`src/wwgs_pkg.sv`:
```
//------------------------------------------------------------------------------
// wwgs_pkg: shared types and codes of the WireWorld grid engine
// Cell codes, item functions, register indexes, channel payloads and the
// controller states.
//------------------------------------------------------------------------------
package wwgs_pkg;

	typedef enum logic [1:0] {
		CELL_EMPTY = 2'd0,
		CELL_WIRE  = 2'd1,
		CELL_HEAD  = 2'd2,
		CELL_TAIL  = 2'd3
	} cell_t;

	typedef enum logic [1:0] {
		FUNC_WRITE = 2'd0,
		FUNC_READ  = 2'd1,
		FUNC_STEP  = 2'd2
	} func_t;

	localparam logic [0:0] REG_GRID_WIDTH  = 1'b0;
	localparam logic [0:0] REG_GRID_HEIGHT = 1'b1;

	localparam logic [7:0] GRID_DIM_RESET = 8'd128;

	typedef struct packed {
		logic [1:0] func;
		logic [6:0] cell_x;
		logic [6:0] cell_y;
		logic [1:0] new_state;
	} req_t;

	typedef struct packed {
		logic [1:0] cell_value;
		logic       step_done;
	} rsp_t;

	typedef struct packed {
		logic [0:0] index;
		logic [7:0] value;
	} cfg_t;

	typedef struct packed {
		logic [7:0] heads;
		cell_t      center;
	} window_t;

	typedef struct packed {
		logic active;
		logic interior;
	} pos_t;

	typedef enum logic [2:0] {
		ST_CLEAR,
		ST_IDLE,
		ST_RDWAIT,
		ST_SCAN,
		ST_DRAIN,
		ST_RESP
	} state_t;

endpackage

```
`src/wwgs_rule.sv`:
```
//------------------------------------------------------------------------------
// wwgs_rule: WireWorld transition of one cell
// Counts the head neighbors of a 3x3 window and gives the next cell state.
//------------------------------------------------------------------------------
module wwgs_rule (
	input  wwgs_pkg::window_t win,
	input  wwgs_pkg::pos_t    pos,
	output wwgs_pkg::cell_t   nxt
);

	logic [3:0] head_cnt;
	logic       fire;

	assign head_cnt = 4'($countones(win.heads));
	assign fire     = (head_cnt == 4'd1) || (head_cnt == 4'd2);

	always_comb begin
		nxt = win.center;
		if (pos.active) begin
			case (win.center)
				wwgs_pkg::CELL_WIRE: begin
					nxt = (pos.interior && fire) ? wwgs_pkg::CELL_HEAD : wwgs_pkg::CELL_WIRE;
				end
				wwgs_pkg::CELL_HEAD: nxt = wwgs_pkg::CELL_TAIL;
				wwgs_pkg::CELL_TAIL: nxt = wwgs_pkg::CELL_WIRE;
				default:             nxt = wwgs_pkg::CELL_EMPTY;
			endcase
		end
	end

endmodule

```
`config.mk`:
```
export PLATFORM = sky130hd
export DESIGN_NAME = wwgs_rule
export DESIGN_NICKNAME = d
export VERILOG_FILES = /design/src/wwgs_pkg.sv /design/src/wwgs_rule.sv
export SDC_FILE = /design/constraint.sdc
export NUM_CORES = 1
export LEC_CHECK = 0
export BUFFER_PORTS_ARGS = -buffer_cell sky130_fd_sc_hd__buf_2
export CORE_AREA = 2 2 39 41
export DETAILED_ROUTE_END_ITERATION = 7
export DIE_AREA = 0 0 41 43
export PLACE_DENSITY = 0.47
export REMOVE_ABC_BUFFERS = 1
export SLEW_MARGIN = 20
export SYNTH_ARGS = -nofsm -noshare
export SYNTH_HDL_FRONTEND = slang
export SYNTH_SLANG_ARGS = --single-unit
```
`constraint.sdc`:
```
create_clock -name vclk -period 4.3
set_clock_uncertainty 0.1 [all_clocks]
set_input_delay 0.86 -clock vclk [all_inputs]
set_output_delay 0.86 -clock vclk [all_outputs]
set_load 0.02 [all_outputs]
```
Yosys cells after proc, flatten, opt, wreduce, memory -nomap -nowiden. Index checks and enable logic that the tools add are counted.

Flip-flop bits (word level): 0. Bits in latches: 0. Memory bits (writable): 0. ROM bits: 0. Input bits: 12. Output and inout port bits: 2. Memories: 0.

Add/sub/neg operators: 7. Multipliers: 0. Divide/modulo/power cells: 0. Order comparisons: 0. Equality and inequality tests: 5. Shift operators: 0. Mux-type cells: 3. Bitwise logic cells: 0. Reduce and logical (&&, ||, !) cells: 2.

Operators by type and width (count): $add 1x1->2 (4); $add 2x2->3 (2); $pmux 2 s3 (1); $add 3x3->4 (1); $eq 2x2->1 const B (2); $eq 4x1->1 const B (1); $eq 4x2->1 const B (1); $mux 2 (2); $eq 2x1->1 const B (1); $logic_and 1x1->1 (1); $logic_or 1x1->1 (1).

Longest topological paths before layout.
Word-level depth: 9. Mapped depth: 11. Depth with buffers taken out: 11.

Worst setup path before layout. No wires, ideal clock.

Kind: input -> output. Start: input win[2] (netlist name). End: output nxt[1]. Arrival time: 3944 ps. Data required time: 3340 ps. Slack: -604 ps. Stages: 11. Path buffers: 0. Path through: inv_1 fa_1 fa_1 fa_1 inv_1 ha_1 fa_1 xor2_1 o2111ai_1 a21o_1 o21ai_0.

Word-level cells in the longest chain between the ends: 9. Elaborated cells on any way between the ends: 10. Classes of those cells: add/sub (3); eq/ne (2); mux (3); reduce/logical (2).

Ends and longest elaborated chain: start, declared (RTL line wwgs_rule.sv:6) `input wwgs_pkg::window_t win,`; $add 1x1->2 (not written as such) (*) (RTL line wwgs_rule.sv:14) `assign head_cnt = 4'($countones(win.heads));`; $add 2x2->3 (not written as such) (*) (RTL line wwgs_rule.sv:14); $add 3x3->4 (not written as such) (*) (RTL line wwgs_rule.sv:14); $eq 4x1->1 or $eq 4x2->1 (tied branches) (RTL line wwgs_rule.sv:15) `assign fire = (head_cnt == 4'd1) || (head_cnt == 4'd2);`; $logic_or 1x1->1 (*) (RTL line wwgs_rule.sv:15); $logic_and 1x1->1 (*) (RTL line wwgs_rule.sv:22) `nxt = (pos.interior && fire) ? wwgs_pkg::CELL_HEAD : wwgs_pkg::CELL_WIRE;`; $mux 2 (*) (RTL line wwgs_rule.sv:22); $pmux 2 s3 (*) (RTL line wwgs_rule.sv:20) `case (win.center)`; $mux 2 (*) (RTL line wwgs_rule.sv:19) `if (pos.active) begin`; end, declared (RTL line wwgs_rule.sv:8) `output wwgs_pkg::cell_t nxt`.

Mark *: on every way between the ends. The rest lies on a longest branch, timed or not.

Final worst setup path.
Start: input win[5] (netlist name). End: output nxt[0].

The elaborated chain is that of the path after synthesis.

==> impl_metrics.toml <==
[yosys]
netlist_area_um2 = 226
synth_top_area_cell = "fa_1"
syn_area_per_cell_um2 = 8.39
seq_area_frac_synth = 0
syn_inst = 27
synth_area_leaders = "fa_1 35%, inv_1 20%, ha_1 17%, a21bo_2 4.4%, a211o_1 3.9%"
synth.most_common_cell = "inv_1"
synth.distinct_cells = 11
synth_top_area_frac = 0.354
synth_common_cells = "12 x inv_1, 4 x fa_1, 3 x ha_1"
yosys_warnings = 0

[global_route]
grt_pass1_wl_um = 607
grt.total_usage = 0.0452
grt_max_degree = 4
grt_pass1_vias = 172
antenna_found_initial = 0
gr-total-overflow = 0

[worst_setup_path]
cp_max_fo = 2
arrival_ns = 3.90
setup.worst_path.class = "in2out"
cp-start-kind = "input port"
required_ns = 3.34
end_kind = "output pin"

[timing]
worst_slack_ns = -0.563
worst-slew-pin-transition_ns = 0.159
whs_ns = 1.96
finalSetupTns_ns = -1.09
setup_viol = 2
period_share = 1.13
max-slew-margin-rel = 0.894
fmax_mhz = 206
slew_viol_final = 0
hold_violations = 0
rsz0062_at_grt = "true"
fin_crit_ns = 4.86

[place]
hpwl_um = 354
place_ws_ns = -0.626
gp_congestion = 0.645
port_buffers = 14
placed_area_um2 = 332

[min_path]
hp-start = "win[1]"
hold_class = "in2out"
whs_path_depth = 3
holdPathEnd = "nxt[0]"

[detailed_routing]
wire_per_inst_um = 6.24
avgViaCountPerCell = 3.61
drcViolationCount = 0
drtIter0Drc = 1
num_vias = 213
drtAntennaViolNets = 0
drt-pass1-iter-count = 2
routed_wl_um = 368

[outcome]
outcome = "finished with violations"
violations = "setup timing"

[floorplan]
fp.dieH_um = 43
fp.dieW_um = 41
start_util = 0.164
ios = 14
coreArea_um2 = 1380
rows = 14
die_area_um2 = 1760

[cts]
hold_buffers = 0

[cells_and_area]
clock_buffers = 0
seq_cells = 0
multi_input_area_um2 = 184
register_area_um2 = 0
drive_gt1_frac = 0.465
final_area_um2 = 349
nFillCells = 161
diodes = 0
num-nets-final = 64
area_growth_pct = 54.1

[flow_run]
cap_viol_max_count = 0

[power_and_ir_drop]
powerDensity_nw_per_um2 = 191
peakVddDrop_v = 0.0000860
p_leak_nw = 0.205
[area by class of cell]
cell class	count	share of cell area
multi-input combinational	15	0.527
tap	16	0.0573
inverter	12	0.129
timing repair buffer	16	0.287
[per-stage QoR]
step | power, mW | utilization | instances
after detailed placement | 0.0633 | 0.240 | 59
after floorplan | 0.0435 | - | 27
after global routing | 0.0796 | 0.252 | 59
final | 0.0667 | 0.252 | 59
after CTS | 0.0682 | 0.252 | 59
after global placement | 0.0633 | 0.240 | 59
[worst max path at each step]
stage	slack (ns)	endpoint	cells past startpoint	from
detailed placement	-0.63	nxt[1]	13	win[2]
global placement	-0.63	nxt[1]	13	win[2]
finish	-0.56	nxt[0]	13	win[5]
CTS	-0.60	nxt[0]	13	win[5]
floorplan	-0.60	nxt[1]	11	win[2]
global route	-0.73	nxt[0]	13	win[5]
[critical path, cell delays in order]
cell	delay, ns
buf_6	0.07
inv_2	0.03
fa_1	0.54
fa_1	0.43
fa_1	0.49
inv_1	0.04
ha_2	0.17
fa_1	0.49
xor2_1	0.17
o2111ai_1	0.12
a21o_1	0.18
a22o_1	0.19
buf_6	0.13
[layout by cell type, fill, tap and decap left out, types with 2 or more instances in the layout]
master  synthesis  layout
buf_2           0      11
ha_1            3       2
buf_4           0       3
inv_1          12      10
buf_6           0       2
fa_1            4       4
inv_2           0       2
[report_power, final]
group	internal, mW	switching [mW]
Clock	0	0
Sequential	0	0
Combinational	0.0353	0.0314
Total	0.0353	0.0314
[layer usage]
metal | wire [um] | GRT usage | share of wire
met4 | 0 | 0 | 0
met1 | 176 | 0.0772 | 0.48
met5 | 0 | 0 | 0
met2 | 157 | 0.0656 | 0.43
met3 | 33 | 0 | 0.090
[cell families (layout without fill, tap and decap cells)]
group           Yosys count  in the layout  synth area share
xor+xnor                  1              1            0.0387
compound gates            6              6             0.215
fa+ha+maj                 7              7             0.519
buf+inv                  12             28             0.199
simple gates              1              1            0.0276
[timing repair]
item                       in CTS  in global routing
pin swaps                       4                  4
resized for setup               7                  1
setup endpoints to repair       2                  2
buffers inserted                0                  0
Power figures use the tool's default switching activity.
